==> src/rtl/wes_pkg.sv <==
package wes_pkg;

    // Sample format and grid limits
    localparam int SAMPLE_BITS = 32;
    localparam int FRAC_BITS   = 28;
    localparam int MAX_WIDTH   = 2048;
    localparam int MAX_HEIGHT  = 4096;
    localparam int MIN_DIM     = 3;

    localparam int COL_BITS    = $clog2(MAX_WIDTH);
    localparam int ROW_BITS    = $clog2(MAX_HEIGHT);
    localparam int WIDTH_BITS  = COL_BITS + 1;
    localparam int HEIGHT_BITS = ROW_BITS + 1;
    localparam int FACTOR_BITS = FRAC_BITS + 1;

    // Datapath widths
    localparam int LAP_BITS   = SAMPLE_BITS + 4;
    localparam int BASE_BITS  = SAMPLE_BITS + 2;
    localparam int SPLIT_BITS = LAP_BITS / 2;
    localparam int HI_BITS    = LAP_BITS - SPLIT_BITS;
    localparam int PLO_BITS   = FACTOR_BITS + SPLIT_BITS;
    localparam int PHI_BITS   = FACTOR_BITS + 1 + HI_BITS;
    localparam int PROD_BITS  = 2 * SAMPLE_BITS;
    localparam int TERM_BITS  = PROD_BITS - FRAC_BITS;
    localparam int RES_BITS   = TERM_BITS + 1;

    // Queue between front and back
    localparam int QUEUE_DEPTH = 4;
    localparam int QPTR_BITS   = $clog2(QUEUE_DEPTH);

    // Configuration register indexes
    localparam logic [1:0] CFG_FACTOR = 2'd0;
    localparam logic [1:0] CFG_WIDTH  = 2'd1;
    localparam logic [1:0] CFG_HEIGHT = 2'd2;

    // Configuration reset values
    localparam logic [FACTOR_BITS-1:0] FACTOR_RESET = FACTOR_BITS'(67108864);
    localparam logic [WIDTH_BITS-1:0]  WIDTH_RESET  = WIDTH_BITS'(2048);
    localparam logic [HEIGHT_BITS-1:0] HEIGHT_RESET = HEIGHT_BITS'(2048);

    localparam logic [FACTOR_BITS-1:0] FACTOR_ONE = FACTOR_BITS'(1) << FRAC_BITS;

    typedef struct packed {
        logic [FACTOR_BITS-1:0] factor;
        logic [WIDTH_BITS-1:0]  width;
        logic [HEIGHT_BITS-1:0] height;
    } t_cfg;

    typedef struct packed {
        logic signed [SAMPLE_BITS-1:0] curr_height;
        logic signed [SAMPLE_BITS-1:0] prev_height;
    } t_in_item;

    typedef struct packed {
        logic signed [SAMPLE_BITS-1:0] next_height;
        logic [ROW_BITS-1:0]           out_row;
        logic [COL_BITS-1:0]           out_col;
        logic                          grid_last;
    } t_out_item;

    // Classified cell handed from front to back
    typedef struct packed {
        logic signed [SAMPLE_BITS-1:0] cur;
        logic signed [SAMPLE_BITS-1:0] prv;
        logic [COL_BITS-1:0]           col;
        logic [ROW_BITS-1:0]           row;
        logic                          has_upper;
        logic                          interior;
        logic                          last_row;
        logic                          last_col;
    } t_cell;

endpackage

==> src/rtl/wes_front.sv <==
module wes_front
    import wes_pkg::*;
(
    input  logic     i_clk,
    input  logic     i_rst_n,
    input  t_cfg     i_cfg,
    input  logic     i_valid,
    output logic     o_stall,
    input  t_in_item i_data,
    input  logic     i_full,
    output logic     o_push,
    output t_cell    o_cell
);

    localparam logic [WIDTH_BITS-1:0]  W_MIN = WIDTH_BITS'(MIN_DIM);
    localparam logic [WIDTH_BITS-1:0]  W_MAX = WIDTH_BITS'(MAX_WIDTH);
    localparam logic [HEIGHT_BITS-1:0] H_MIN = HEIGHT_BITS'(MIN_DIM);
    localparam logic [HEIGHT_BITS-1:0] H_MAX = HEIGHT_BITS'(MAX_HEIGHT);

    logic [COL_BITS-1:0]    r_col, n_col;
    logic [ROW_BITS-1:0]    r_row, n_row;
    logic [WIDTH_BITS-1:0]  w_eff;
    logic [HEIGHT_BITS-1:0] h_eff;
    logic                   last_col;
    logic                   last_row;

    // Clamp grid size into its working range
    always_comb begin
        priority if (i_cfg.width < W_MIN) begin
            w_eff = W_MIN;
        end else if (i_cfg.width > W_MAX) begin
            w_eff = W_MAX;
        end else begin
            w_eff = i_cfg.width;
        end
        priority if (i_cfg.height < H_MIN) begin
            h_eff = H_MIN;
        end else if (i_cfg.height > H_MAX) begin
            h_eff = H_MAX;
        end else begin
            h_eff = i_cfg.height;
        end
    end

    assign last_col = WIDTH_BITS'(r_col) >= (w_eff - WIDTH_BITS'(1));
    assign last_row = HEIGHT_BITS'(r_row) >= (h_eff - HEIGHT_BITS'(1));

    assign o_stall = i_full;
    assign o_push  = i_valid && !i_full;

    // Classify the cell at the raster position
    always_comb begin
        o_cell.cur       = i_data.curr_height;
        o_cell.prv       = i_data.prev_height;
        o_cell.col       = r_col;
        o_cell.row       = r_row;
        o_cell.has_upper = (r_row != '0);
        o_cell.interior  = (r_row >= ROW_BITS'(2)) && (r_col != '0) && !last_col;
        o_cell.last_row  = last_row;
        o_cell.last_col  = last_col;
    end

    // Advance the raster position
    always_comb begin
        n_col = r_col;
        n_row = r_row;
        if (o_push) begin
            if (last_col) begin
                n_col = '0;
                n_row = last_row ? '0 : r_row + ROW_BITS'(1);
            end else begin
                n_col = r_col + COL_BITS'(1);
            end
        end
    end

    always_ff @(posedge i_clk) begin
        if (!i_rst_n) begin
            r_col <= '0;
            r_row <= '0;
        end else begin
            r_col <= n_col;
            r_row <= n_row;
        end
    end

endmodule

==> config.mk <==
export PLATFORM = sky130hd
export DESIGN_NAME = wes_front
export DESIGN_NICKNAME = d
export VERILOG_FILES = /design/src/rtl/wes_pkg.sv /design/src/rtl/wes_front.sv
export SDC_FILE = /design/constraint.sdc
export NUM_CORES = 1
export LEC_CHECK = 0
export BUFFER_PORTS_ARGS = -buffer_cell sky130_fd_sc_hd__buf_2
export CAP_MARGIN = 15
export CORE_ASPECT_RATIO = 0.7
export CORE_MARGIN = 2
export CORE_UTILIZATION = 35
export DETAILED_ROUTE_END_ITERATION = 12
export PLACE_DENSITY_LB_ADDON = 0.25
export SLEW_MARGIN = 40
export SYNTH_ARGS = -nofsm -noshare
export SYNTH_HDL_FRONTEND = slang
export SYNTH_SLANG_ARGS = --single-unit
export TNS_END_PERCENT = 20
==> constraint.sdc <==
create_clock -name i_clk -period 5.15 [get_ports i_clk]
set_clock_uncertainty 0.2 [all_clocks]
set_input_delay 0.2575 -clock i_clk [delete_from_list [all_inputs] [get_ports i_clk]]
set_output_delay 0.2575 -clock i_clk [all_outputs]
set_load 0.03 [all_outputs]
==> results.md <==
* Placed Area at ~0.0028 sq mm
* Worst Setup SP: i_cfg[16]
* Reg2Reg Depth at 7
* Initial antenna violation count at 0
* Deepest clock path buffer count at 2
* Worst-Skew Late Latency at around 0.26 ns
* Routing usage on met1 at 24.7%
* Fin crit share at roughly 94%
* 1st-pass router iterations at 4
* Syn Nets at 535
* Largest cells by area after synthesis: buf_4 18%, dfxtp_1 16%, ha_1 13%
* Distinct cells, synth at 49
* CP cell instances: buf_2 > or4_4 > or4_4 > nor3_1 > o21ai_0 > ha_1 > nand2_1 > nor4_1 > or3_1 > ha_1 > or4_1 > a21oi_1 > nor2_1 > a31oi_1 > o311a_1 > buf_2
* Largest area contributor in the netlist: buf_4
* PD cells at between 150 and 200 mW/mm^2
* Worst hold stages at 4
* Relative slew margins at 54.2%
* Crit path largest cell delay at roughly 0.57 ns
* Slowest CP cell: or4_4
* DRC at 0
* Via Count at roughly 2700
* Most Used Layer, Global Route: met2
* Fillers at 852
* Drt total wl at 7840 um
* Share of cells above drive strength 1 at 19.4%
* Final net count at 530
* Actual slew at the worst max-slew pin at 0.680 ns
* Cells after DPL at 474
* Reg clk slew, reported paths at roughly 0.06 ns
* CTS tree: built
* ANT cells at 0
* Max Slew Vio Count at 0
* TritonCTS buffer count at 3
* Flops & latches, synth at 23
* Global-route wire length before repair at 12700 um
* Layout area overhead at 0.351%
* CORE AREA at about 0.0079 sq mm
* Startpoint class of the critical path: input port
* Commonest non-fill, non-tap cell in the layout: buf_2
* DR WL/cell at 16.4 um
* Root Buffer: clkbuf_16
* Top_reg_cell synth: dfxtp_1
* Synth Warn # at 0
* GR Util met2 at a little over a quarter
* R2R setup slack at ~2.1 ns
* Post-route core utilization at 36.4%
* GRT Util Overall at between 10% and 20%
* Max-Cap Viols at 0
* Clock sinks at 23
* Synth Instances at ~380
* Routability Congestion at approximately 0.88
* Vias in the first global route at 2514
* Leak pwr at approximately 1.3 nW
* M3 GR Usage at roughly 2.9%
* Resized Gates After CTS at 0
* Post-synth EDFFs at 0
* Worst-path maximum fanout at 7
* R2r startpoint: r_row[6]
* Hold slack at between 0.15 and 0.2 ns
* CP top delay family: simple AND/OR/NAND/NOR gates
* DP Wirelength at 6350 um
* Worst R2R End: r_row[7]
* Synth top area share at 17.6%
* Worst vdd ir at 0.000105 V
* Crit end category: primary output
* Fmax at 206 MHz
* Crit path capture: o_cell[2]
* DIE AREA at between 0.008 and 0.009 sq mm
* Top Ports at 215
* Arrival @ worst endpoint at 4.39 ns
* Die width at 112 um
* Most frequent cells in the layout: 57 x buf_2, 43 x nor2_1, 30 x ha_1, 24 x nand2_1, 23 x dfxtp_1
* Worst setup path category: in2out
* Via-to-Cell Ratio at 5.59
* Final Hold Fails at 0
* Syn Area/Cell at 7.45 sq um
* H-tree levels at 1
* Post-CTS setup buffer count at 0
* Hold-fix buffers at CTS at 0
* Fin cells at around 480
* Setup tns final at 0 ns
* Total global routing overflow at 0
* Min Clock Period, post-route at around 4.8 ns
* Initial Utilization at a little over a third
* Post-route cell area at between 0.002 and 0.003 sq mm
* Number of DRC markers in iteration 0 at 125
* Number of port buffers at 57
* Post-Syn Area at about 0.0029 sq mm
* Sequential share of the synthesized area at ~16%
* CP Data Required Time at approximately 4.7 ns
* Hold crit path type: in2reg
* Status: finished, final reports clean
* Die H at about 80 um
* Crit path buf inv count at 2
* Final setup viols at 0
* RSZ-0062 raised after global routing: no
* Pin count of the biggest net entering global routing at 22
* WP depth at 16
* Row count at 27
* DRT antenna net count at 0
* Post-synth ARST share at 0%
power breakdown:
group	total (mW)	leakage [nW]	switching (mW)	internal (mW)
combinational	0.0969	1.13	0.0588	0.0380
sequential	0.181	0.185	0.00167	0.179
clock	0.173	0.0371	0.0673	0.105
total	0.450	1.35	0.128	0.322
kinds of logic (layout without fill, tap and decap cells):
family / Yosys count / count (layout) / share of synthesized area, %
fa+ha+maj: 30 / 30 / 13.2
mux: 1 / 1 / 0.351
xor+xnor: 19 / 19 / 5.83
compound gates: 74 / 74 / 17.7
simple gates: 150 / 150 / 26.4
buf+inv: 86 / 80 / 20.4
flops: 23 / 23 / 16.1
synthesized netlist by cell type, types with 2 or more instances:
cell type,count
ha_1,30
clkbuf_1,5
o21bai_1,3
nand2_1,24
nand3_1,18
o311ai_0,7
buf_4,67
o21ai_0,21
xor2_1,11
a21oi_1,10
xnor2_1,8
a31oi_1,3
o221ai_1,2
and3_1,11
nor3_1,15
o31ai_1,6
nor2_1,43
or4_4,2
nor4_1,10
inv_1,12
nand4_1,8
a21o_1,3
a211oi_1,2
a32o_1,5
dfxtp_1,23
nand2b_1,4
nand4b_1,3
nor2b_1,5
or3_1,2
worst min-delay path, stage by stage:
cell      delay [ns]
buf_2           0.07
nand2b_1        0.10
nand2_1         0.09
a21boi_0        0.07
state kept, by name (all words and copies together) (netlist names):
signal and flops:
r_col 11, r_row 12
worst min path at each step:
| stage | start | endpoint | slack (ns) |
|---|---|---|---|
| after floorplan | i_valid | r_col[1] | 0.30 |
| after global placement | i_data[8] | o_cell[35] | 0.32 |
| after detailed placement | i_data[8] | o_cell[35] | 0.32 |
| after CTS | i_valid | r_col[1] | 0.18 |
| after global routing | i_valid | r_col[1] | 0.23 |
| final | i_valid | r_col[1] | 0.19 |
per-layer routing:
layer	vias up	wire (um)
li1	1318	-
met3	36	551
met2	96	3250
met4	0	223
met5	-	0
met1	1222	3810
layout make-up:
class                           count  area, sq um  share of cell area, %
Clock buffer                        3         75.1                   2.62
Clock inverter                      1         7.51                  0.262
Inverter                           12         45.0                   1.57
Multi-Input combinational cell    274         1810                   63.2
Sequential cell                    23          460                   16.1
Tap cell                          101          126                   4.41
Timing Repair Buffer               64          338                   11.8
per-stage QoR:
stage | total power [mW] | setup WS [ns]
floorplan | 0.338 | 0.614
global route | 0.477 | 0.0137
global placement | 0.277 | 0.440
finish | 0.450 | 0.301
detailed placement | 0.280 | 0.300
CTS | 0.455 | 0.284
Note: power is estimated with default switching activity, not from simulation.
