--- src/rtl/wes_pkg.sv ---
package wes_pkg;

    // Sample format and grid limits
    localparam int SAMPLE_BITS = 32;
    localparam int FRAC_BITS   = 28;
    localparam int MAX_WIDTH   = 2048;
    localparam int MAX_HEIGHT  = 4096;
    localparam int MIN_DIM     = 3;

    localparam int COL_BITS    = $clog2(MAX_WIDTH);
    localparam int ROW_BITS    = $clog2(MAX_HEIGHT);
    localparam int WIDTH_BITS  = COL_BITS + 1;
    localparam int HEIGHT_BITS = ROW_BITS + 1;
    localparam int FACTOR_BITS = FRAC_BITS + 1;

    // Datapath widths
    localparam int LAP_BITS   = SAMPLE_BITS + 4;
    localparam int BASE_BITS  = SAMPLE_BITS + 2;
    localparam int SPLIT_BITS = LAP_BITS / 2;
    localparam int HI_BITS    = LAP_BITS - SPLIT_BITS;
    localparam int PLO_BITS   = FACTOR_BITS + SPLIT_BITS;
    localparam int PHI_BITS   = FACTOR_BITS + 1 + HI_BITS;
    localparam int PROD_BITS  = 2 * SAMPLE_BITS;
    localparam int TERM_BITS  = PROD_BITS - FRAC_BITS;
    localparam int RES_BITS   = TERM_BITS + 1;

    // Queue between front and back
    localparam int QUEUE_DEPTH = 4;
    localparam int QPTR_BITS   = $clog2(QUEUE_DEPTH);

    // Configuration register indexes
    localparam logic [1:0] CFG_FACTOR = 2'd0;
    localparam logic [1:0] CFG_WIDTH  = 2'd1;
    localparam logic [1:0] CFG_HEIGHT = 2'd2;

    // Configuration reset values
    localparam logic [FACTOR_BITS-1:0] FACTOR_RESET = FACTOR_BITS'(67108864);
    localparam logic [WIDTH_BITS-1:0]  WIDTH_RESET  = WIDTH_BITS'(2048);
    localparam logic [HEIGHT_BITS-1:0] HEIGHT_RESET = HEIGHT_BITS'(2048);

    localparam logic [FACTOR_BITS-1:0] FACTOR_ONE = FACTOR_BITS'(1) << FRAC_BITS;

    typedef struct packed {
        logic [FACTOR_BITS-1:0] factor;
        logic [WIDTH_BITS-1:0]  width;
        logic [HEIGHT_BITS-1:0] height;
    } t_cfg;

    typedef struct packed {
        logic signed [SAMPLE_BITS-1:0] curr_height;
        logic signed [SAMPLE_BITS-1:0] prev_height;
    } t_in_item;

    typedef struct packed {
        logic signed [SAMPLE_BITS-1:0] next_height;
        logic [ROW_BITS-1:0]           out_row;
        logic [COL_BITS-1:0]           out_col;
        logic                          grid_last;
    } t_out_item;

    // Classified cell handed from front to back
    typedef struct packed {
        logic signed [SAMPLE_BITS-1:0] cur;
        logic signed [SAMPLE_BITS-1:0] prv;
        logic [COL_BITS-1:0]           col;
        logic [ROW_BITS-1:0]           row;
        logic                          has_upper;
        logic                          interior;
        logic                          last_row;
        logic                          last_col;
    } t_cell;

endpackage

--- src/rtl/wes_queue.sv ---
module wes_queue
    import wes_pkg::*;
(
    input  logic  i_clk,
    input  logic  i_rst_n,
    input  logic  i_push,
    input  t_cell i_cell,
    output logic  o_full,
    input  logic  i_pop,
    output logic  o_empty,
    output t_cell o_head
);

    t_cell                r_mem [QUEUE_DEPTH];
    logic [QPTR_BITS-1:0] r_wr_ptr;
    logic [QPTR_BITS-1:0] r_rd_ptr;
    logic [QPTR_BITS:0]   r_count;
    logic                 do_push;
    logic                 do_pop;

    assign o_full  = (r_count == (QPTR_BITS+1)'(QUEUE_DEPTH));
    assign o_empty = (r_count == '0);
    assign do_push = i_push && !o_full;
    assign do_pop  = i_pop && !o_empty;
    assign o_head  = r_mem[r_rd_ptr];

    // Store the pushed cell
    always_ff @(posedge i_clk) begin
        if (do_push) begin
            r_mem[r_wr_ptr] <= i_cell;
        end
    end

    // Track pointers and fill level
    always_ff @(posedge i_clk) begin
        if (!i_rst_n) begin
            r_wr_ptr <= '0;
            r_rd_ptr <= '0;
            r_count  <= '0;
        end else begin
            if (do_push) begin
                r_wr_ptr <= r_wr_ptr + QPTR_BITS'(1);
            end
            if (do_pop) begin
                r_rd_ptr <= r_rd_ptr + QPTR_BITS'(1);
            end
            unique case ({do_push, do_pop})
                2'b10:   r_count <= r_count + (QPTR_BITS+1)'(1);
                2'b01:   r_count <= r_count - (QPTR_BITS+1)'(1);
                default: r_count <= r_count;
            endcase
        end
    end

endmodule

--- config.mk ---
export PLATFORM = sky130hd
export DESIGN_NAME = wes_queue
export DESIGN_NICKNAME = d
export VERILOG_FILES = /design/src/rtl/wes_pkg.sv /design/src/rtl/wes_queue.sv
export SDC_FILE = /design/constraint.sdc
export NUM_CORES = 1
export LEC_CHECK = 0
export ABC_AREA = 1
export ABC_CLOCK_PERIOD_IN_PS = 13130
export BUFFER_PORTS_ARGS = -buffer_cell sky130_fd_sc_hd__buf_2
export CORE_ASPECT_RATIO = 1.75
export CORE_UTILIZATION = 64
export CTS_BUF_LIST = sky130_fd_sc_hd__clkbuf_2
export CTS_CLUSTER_DIAMETER = 60
export CTS_CLUSTER_SIZE = 30
export DETAILED_ROUTE_END_ITERATION = 10
export PLACE_DENSITY = 0.95
export SLEW_MARGIN = 30
export SYNTH_ARGS = -nofsm -noshare
export SYNTH_HDL_FRONTEND = slang
export SYNTH_SLANG_ARGS = --single-unit
--- constraint.sdc ---
create_clock -name i_clk -period 13.13 [get_ports i_clk]
set_input_delay 1.313 -clock i_clk [delete_from_list [all_inputs] [get_ports i_clk]]
set_output_delay 1.313 -clock i_clk [all_outputs]
set_load 0.005 [all_outputs]
==> impl_results.md, run 1 <==
- Setup ws final: 7956 ps
- Mean Syn Cell Area: ~15 sq um
- Initial drt markers: 804
- Syn-to-layout area delta: 8.571%
- Largest net degree at the start of global routing: ~100
- Least-Margin Pin Slew: 992.7 ps
- Seq/Total Area, Yosys: between 70% and 80%
- Fillers: roughly 1300
- Min cycle time layout: a little over 5000 ps
- Detailed Route WL: 28860 microns
- Post_cts resized: 0
- Postcts setup bufs: 0
- Met1 Track Usage GR: a little over a quarter
- Vias/cell: approximately 6.0
- Final Core Density: between 70% and 80%
- Final Cycle Share: between 30% and 40%
- Relative slew slack: between 30% and 40%
- Busiest layer in global routing: met2
- Asr flop ratio synth: 0%
- Post-synth EDFFs: about 360
- FF/Latch Area: 11120 sq um
- Placement Setup Slack: 9006 ps
- Setup violations, final: 0
- Mapped cell area: approximately 14000 sq um
- Fin area: between 15000 and 20000 sq um
- Worst-path clk slew: around 500 ps
- Root Driver: clkbuf_2
- Worst R2R Path Depth: 11
- Clk_lat worst skew: between 900 and 1000 ps
- Power density cells: roughly 160 nW/um^2
- Critical R2R Capture: r_count[2]
- Unrepaired setup endpoints after global routing: no
- Main synth FF type: edfxtp_1
- GPL Wtd Cong: 0.7566
- Crit Path Max Fanout: 93
- Final net count: about 1200
- Die Area: ~22000 sq um
- DRC: 0
- Status: finished, final reports clean
- Number of library cell types mapped by synthesis: 19
- Syn Inst Count: 950
- Fmax: about 0.19 GHz
- Hold-fix buffers, CTS: 0
- Clock sink count: between 300 and 400
- Leakage power: between 5 and 6 nW
- Vias in the first global route: between 8000 and 9000
- Worst Setup End Kind: output pin
- Post-synthesis register bit count: ~370
- HP Class: flip-flop to flip-flop
- CTS H-tree lvls: 1
- First-pass GRT wire length: ~43000 microns
- Setup Skew: 59.44 ps
- WHS Endpoint: r_rd_ptr[1]
- Commonest non-fill, non-tap cell in the layout: edfxtp_1
- I/O pin cnt: 188
- Fin. Hold Viols: 0
- Worst Setup Start Kind: flip-flop
- Post-DRT Antenna Nets: 0
- Num rows: roughly 70
- Drt wl/cell: around 20 microns
- Reg2reg start: r_count[1]
- Core Box Area: between 20000 and 25000 sq um
- Layout cells sized above 1: 20.66%
- Number of I/O port buffers: roughly 190
- Cell Area, Placed: between 15000 and 20000 sq um
- Met3 usage: slightly above 3%
- Global routing usage on met2: between 40 and 50%
- Vias: 8494
- Starting Density: between 60% and 70%
- Fin Setup TNS: 0 ps
- Flop2flop setup slack: about 11000 ps
- GRT Overall Usage: 25.37%
- Crit path kind: flip-flop to output pin
- Clock buffer count from CTS: 16
- CTS tree: done
- Detailed Place HPWL: approximately 17000 microns
- Peak VDD IR: between 150 and 200 uV
- Die H: between 150 and 200 microns
- Maximum root-to-sink buffer count: 3
- Die width: ~110 microns
- WHS Path Cells: 2
- Worst EP required: around 12000 ps
- Initial antenna violation count: 11
- Syn nets: around 1100
- YS warnings: 0
- Highest-count cells in the layout ignoring fill and taps: edfxtp_1 (364), nor2_1 (188), buf_2 (187)
- Max-slew violations: 0
- Cell breakdown of the critical path: inv_4 > buf_4 > o21ai_0 > o22ai_1 > buf_2
- Hold_sp: r_rd_ptr[1]
- Grt total ovfl: 0
- Worst EP arrival: approximately 3900 ps
- MaxCap Viol Count: 0
- Slowest stage delay, CP: roughly 810 ps
- Drt pass-1 iters: 5
- Multi-input logic area: approximately 2400 sq um
- CP max-delay cell: buf_4
[cells in the mapped netlist (5+ instances only)]
| cell type | count | area, sq um |
|---|---|---|
| o21ai_0 | 183 | 915.9 |
| clkbuf_2 | 7 | 35.03 |
| a21oi_1 | 5 | 25.02 |
| nand2_1 | 15 | 56.30 |
| ha_1 | 5 | 62.56 |
| clkbuf_1 | 28 | 105.1 |
| nor2_1 | 192 | 720.7 |
| dfxtp_1 | 9 | 180.2 |
| inv_1 | 18 | 67.56 |
| nand3_1 | 5 | 25.02 |
| buf_6 | 19 | 214.0 |
| o22ai_1 | 91 | 569.3 |
| edfxtp_1 | 364 | 10930 |
[how the worst max path moves through the flow]
stage | start | endpoint | slack [ps]
6_report | flip-flop | o_head[59] | 7960
4_1_cts | flip-flop | o_head[55] | 7950
3_3_place_gp | flip-flop | o_head[66] | 9170
5_1_grt | flip-flop | o_head[55] | 7580
3_5_place_dp | flip-flop | o_head[55] | 9010
2_1_floorplan | i_push | r_mem[0][0] | 7340
[area by class of cell]
class                   instances  share of cell area, %
multi-input cells             498                  16.02
well taps                     292                  2.409
inverters                      20                 0.5115
flip-flops and latches        373                  73.29
repair buffers                199                  6.765
clock buffers                  21                 0.6930
diodes                         11                 0.1815
clock inverters                 2                 0.1320
[per-stage QoR]
step | total power (W) | cells | hold slack, ps
floorplan | 0.001859 | 950 | 462.1
global placement | 0.002050 | 1382 | 475.5
detailed placement | 0.002090 | 1382 | 493.6
CTS | 0.002425 | 1405 | 508.2
global route | 0.002541 | 1415 | 463.9
finish | 0.002422 | 1416 | 528.1
[metal layers]
metal	wire length (microns)	vias up
li1	-	3859
met1	10110	4200
met2	15980	372
met3	1698	61
met4	1064	2
met5	10	-
[worst max-delay path: cells and delay by family, from the launching register on]
family,cells,cell delay (ps)
buffers and inverters,3,1740
flip-flops,1,670
AO/OA/AOI/OAI,2,440
[cell families (layout without fill, tap and decap cells)]
kind of cell | count (synthesis) | count (layout) | synth area share (%)
adder cells (fa/ha/maj) | 6 | 6 | 0.5911
buffers and inverters | 79 | 242 | 3.287
flip-flops | 373 | 373 | 79.53
AO/OA/AOI/OAI | 280 | 280 | 10.85
AND/OR/NAND/NOR | 212 | 212 | 5.741
other | 0 | 11 | 0
[registers in the layout, summed over array words and instances, names as in the netlist, named ones only]
signal	flops
r_wr_ptr	2
r_rd_ptr	2
r_count	3
r_mem	364
[power breakdown]
group          switching [W]  leakage (nW)  internal [W]
combinational       0.000395          1.72      0.000212
clock               0.000307        0.0979     0.0000456
sequential         0.0000479          3.41       0.00141
Note: power is estimated with default switching activity, not from simulation.
==> inputs of run 2 (changes only) <==
--- a/config.mk
+++ b/config.mk
@@ -5,16 +5,16 @@
 export SDC_FILE = /design/constraint.sdc
 export NUM_CORES = 1
 export LEC_CHECK = 0
-export ABC_AREA = 1
-export ABC_CLOCK_PERIOD_IN_PS = 13130
+export ABC_AREA = 0
+export ABC_CLOCK_PERIOD_IN_PS = 5300
 export BUFFER_PORTS_ARGS = -buffer_cell sky130_fd_sc_hd__buf_2
 export CORE_ASPECT_RATIO = 1.75
-export CORE_UTILIZATION = 64
+export CORE_UTILIZATION = 59
 export CTS_BUF_LIST = sky130_fd_sc_hd__clkbuf_2
 export CTS_CLUSTER_DIAMETER = 60
 export CTS_CLUSTER_SIZE = 30
 export DETAILED_ROUTE_END_ITERATION = 10
-export PLACE_DENSITY = 0.95
+export PLACE_DENSITY = 0.92
 export SLEW_MARGIN = 30
 export SYNTH_ARGS = -nofsm -noshare
 export SYNTH_HDL_FRONTEND = slang
==> constraint.sdc (replaced) <==
create_clock -name i_clk -period 5.3 [get_ports i_clk]
set_input_delay 0.53 -clock i_clk [delete_from_list [all_inputs] [get_ports i_clk]]
set_output_delay 0.53 -clock i_clk [all_outputs]
set_load 0.005 [all_outputs]
==> run 2 against run 1 <==
Global-route usage is 3.0 points lower; area after synthesis decreased by 1.8%; setup slack lost 6300 ps; critical path depth down 2; count of clock-buffer cells in the layout grew 6; sequential share of layout area is 3.6 points lower; clock skew barely moved; routed wire length fell by 10%; die area is 6.4% higher; first-iteration DRC count is 39% lower; flip-flop and latch count unchanged; critical endpoint is now o_head[45]; largest cell class unchanged.
==> impl_results.md, run 2 <==
- Status: finished, final reports clean (unchanged)
- Asr flop ratio synth: 0% (unchanged)
- Die Area: 23880 sq um (was 22450 sq um)
- Maximum root-to-sink buffer count: 3 (unchanged)
- Worst Setup End Kind: output pin (unchanged)
- Commonest non-fill, non-tap cell in the layout: edfxtp_1 (unchanged)
- Worst EP arrival: 3140 ps (was 3860 ps)
- Die H: 203.7 microns (was 197.4 microns)
- Post-synthesis register bit count: 373 (unchanged)
- Starting Density: 60.31% (was 65.25%)
- Top cells by area, synth: edfxtp_1 (80%), mux4_2 (15%), buf_12 (1.3%) (was edfxtp_1 (78%), o21ai_0 (6.6%), nor2_1 (5.2%))
- Setup violations, final: 0 (unchanged)
- Highest-count cells in the layout ignoring fill and taps: edfxtp_1 (364), buf_2 (187), dlygate4sd3_1 (94) (was edfxtp_1 (364), nor2_1 (188), buf_2 (187))
- Leakage power: 5.311 nW (was 5.229 nW)
- Die width: 117.3 microns (was 113.7 microns)
- Fin. Hold Viols: 0 (unchanged)
- Setup Skew: 59.84 ps (was 59.44 ps)
- Cell breakdown of the critical path: buf_4 > mux4_2 > buf_2 (was inv_4 > buf_4 > o21ai_0 > o22ai_1 > buf_2)
- Root Driver: clkbuf_2 (unchanged)
- Fmax: around 0.27 GHz
- Commonest cells in the netlist: edfxtp_1 (364), mux4_2 (91), buf_2 (10), buf_12 (9), dfxtp_1 (9) (was edfxtp_1 (364), nor2_1 (192), o21ai_0 (183), o22ai_1 (91), clkbuf_1 (28))
- Syn-to-layout area delta: 16.27% (was 8.571%)
- First-pass GRT wire length: 38430 microns (was 43180 microns)
- CTS H-tree lvls: 1 (unchanged)
- Power Total: 0.006064 W (was 0.002422 W)
- Worst Setup Start Kind: flip-flop (unchanged)
- DRC: 0 (unchanged)
- Number of library cell types mapped by synthesis: 23 (was 19)
- I/O pin cnt: 188 (unchanged)
- Biggest register: r_mem (unchanged)
- Share of the synthesized area in the top cell type: 79.69% (was 78.24%)
- Clk_lat worst skew: 850 ps (was 910 ps)
- Yosys top cell by area: edfxtp_1 (unchanged)
- Largest net degree at the start of global routing: 62 (was 99)
- Max reg flops: 364 (unchanged)
- YS warnings: 0 (unchanged)
- Initial antenna violation count: 2 (was 11)
- Least-Margin Pin Slew: 909.6 ps (was 992.7 ps)
- Number of I/O port buffers: 187 (unchanged)
- Min cycle time layout: between 3000 and 4000 ps
- Detailed Route WL: 25920 microns (was 28860 microns)
- Drt wl/cell: 23.04 microns (was 20.38 microns)
- Slowest stage delay, CP: 830 ps (was 810 ps)
- Max-slew violations: 0 (unchanged)
- Placement Setup Slack: 2402 ps (was 9006 ps)
- Vias in the first global route: 6898 (was 8709)
- Core Box Area: 22740 sq um (was 21410 sq um)
- MaxCap Viol Count: 0 (unchanged)
- Hold_ws: 357.2 ps (was 528.1 ps)
- Crit path kind: flip-flop to output pin (unchanged)
- Global routing usage on met2: 39.56% (was 47.81%)
- Syn Inst Count: 529 (was 950)
- Post-DRT Antenna Nets: 0 (unchanged)
- CTS tree: done (unchanged)
- Grt total ovfl: 0 (unchanged)
- Main synth FF type: edfxtp_1 (unchanged)
- Final net count: 914 (was 1209)
- Num rows: 73 (was 71)
- Worst-path clk slew: 480 ps (was 500 ps)
- Crit Path Max Fanout: 33 (was 93)
- Relative slew slack: 39.36% (was 33.82%)
- Mapped cell area: 13720 sq um (was 13970 sq um)
- Seq/Total Area, Yosys: 81.01% (was 79.53%)
- Post-synth EDFFs: 364 (unchanged)
- Layout cells sized above 1: 39.00% (was 20.66%)
- Syn nets: 630 (was 1051)
- Mean Syn Cell Area: 25.93 sq um (was 14.70 sq um)
- HP Class: input pin to flip-flop (was flip-flop to flip-flop)
- Setup ws final: 1632 ps (was 7956 ps)
- Final Cycle Share: between 60% and 70%
- GRT Overall Usage: 22.38% (was 25.37%)
- Vias: 6462 (was 8494)
- Initial drt markers: 494 (was 804)
- Top flop regs: r_mem: 364 flops, r_count: 3 flops (unchanged)
- GPL Wtd Cong: 0.7569 (was 0.7566)
- Peak VDD IR: 310.1 uV (was 152.4 uV)
- Power density cells: 380.2 nW/um^2 (was 159.7 nW/um^2)
- Fin Setup TNS: 0 ps (unchanged)
- Clock buffer count from CTS: 16 (unchanged)
- Met3 usage: 2.675% (was 3.038%)
- Worst EP required: 4770 ps (was 11820 ps)
- Clock sink count: 373 (unchanged)
- Detailed Place HPWL: 15780 microns (was 16620 microns)
- Unrepaired setup endpoints after global routing: no (unchanged)
- CP max-delay cell: dfxtp_4 (was buf_4)
- Busiest layer in global routing: met2 (unchanged)
- Drt pass-1 iters: 5 (unchanged)
- Vias/cell: 5.744 (was 5.999)
- Met1 Track Usage GR: 28.02% (was 27.21%)
- Most frequent cell after synthesis: edfxtp_1 (unchanged)
## run 2: cell count changes after synthesis, moves of 6 or more
cell,change
o21ai_0,-178
nand2_1,-8
mux4_2,+91
clkbuf_1,-27
nor2_1,-192
clkbuf_2,-6
o22ai_1,-91
and2_1,+6
buf_6,-18
inv_1,-12
buf_2,+7
buf_12,+9
## run 2: stage by stage
| step | util, % | area, sq um | instances |
|---|---|---|---|
| 6_report | 70.12 | 15950 | 1125 |
| 5_1_grt | 70.12 | 15950 | 1125 |
| 4_1_cts | 70.06 | 15930 | 1122 |
| 3_5_place_dp | 65.28 | 14850 | 1001 |
| 3_3_place_gp | 65.28 | 14850 | 1001 |
| 2_1_floorplan | - | 13720 | 529 |
## run 2: logic make-up after synthesis
kind of cell               Yosys count  synth area share, %
DFF                                373                81.01
adders and majority gates            6               0.6021
xor gates and xnor gates             2               0.1277
AOI/OAI and AO/OA                    7               0.2919
buffers and inverters               28                1.989
muxes                               93                15.09
and+or+nand+nor                     20               0.8940
## run 2: layer usage
metal | vias to the layer above | wire (microns)
met1 | 3369 | 9472
li1 | 2813 | -
met3 | 47 | 1093
met5 | - | 0
met4 | 0 | 841
met2 | 233 | 14510
## run 2: path summary, 6_finish.rpt
kind	start	end	slack, ps	depth (start not counted)
worst max-delay path	flip-flop	o_head[45]	1630	3
worst min-delay path	i_cell[0]	r_mem[2][0]	360	2
worst max register to register	r_count[0]	r_mem[0][31]	2430	4
worst min register to register	r_wr_ptr[1]	r_wr_ptr[1]	530	2
## run 2: cell type report
class	instances	area [sq um]
diodes	2	5.005
multi-input cells	128	2342
flip-flops and latches	373	11120
fillers	1325	6795
well taps	300	375.4
clock buffers	27	135.1
clock inverters	1	20.02
repair buffers	288	1929
inverters	6	22.52
## run 2: critical path, delay by kind of cell (launching register included)
kind | cells | cell delay (ps)
flip-flops | 1 | 830
buffers and inverters | 2 | 800
multiplexers | 1 | 640
## run 2: what timing repair did
item,CTS,global route
hold buffers,93,1
setup buffers,0,0
endpoints found under the hold margin,373,2
gates resized for setup,0,0
## run 2: power breakdown
group          internal (W)  switching [W]
logic              0.000773       0.000689
clock network      0.000141       0.000757
registers           0.00355       0.000151
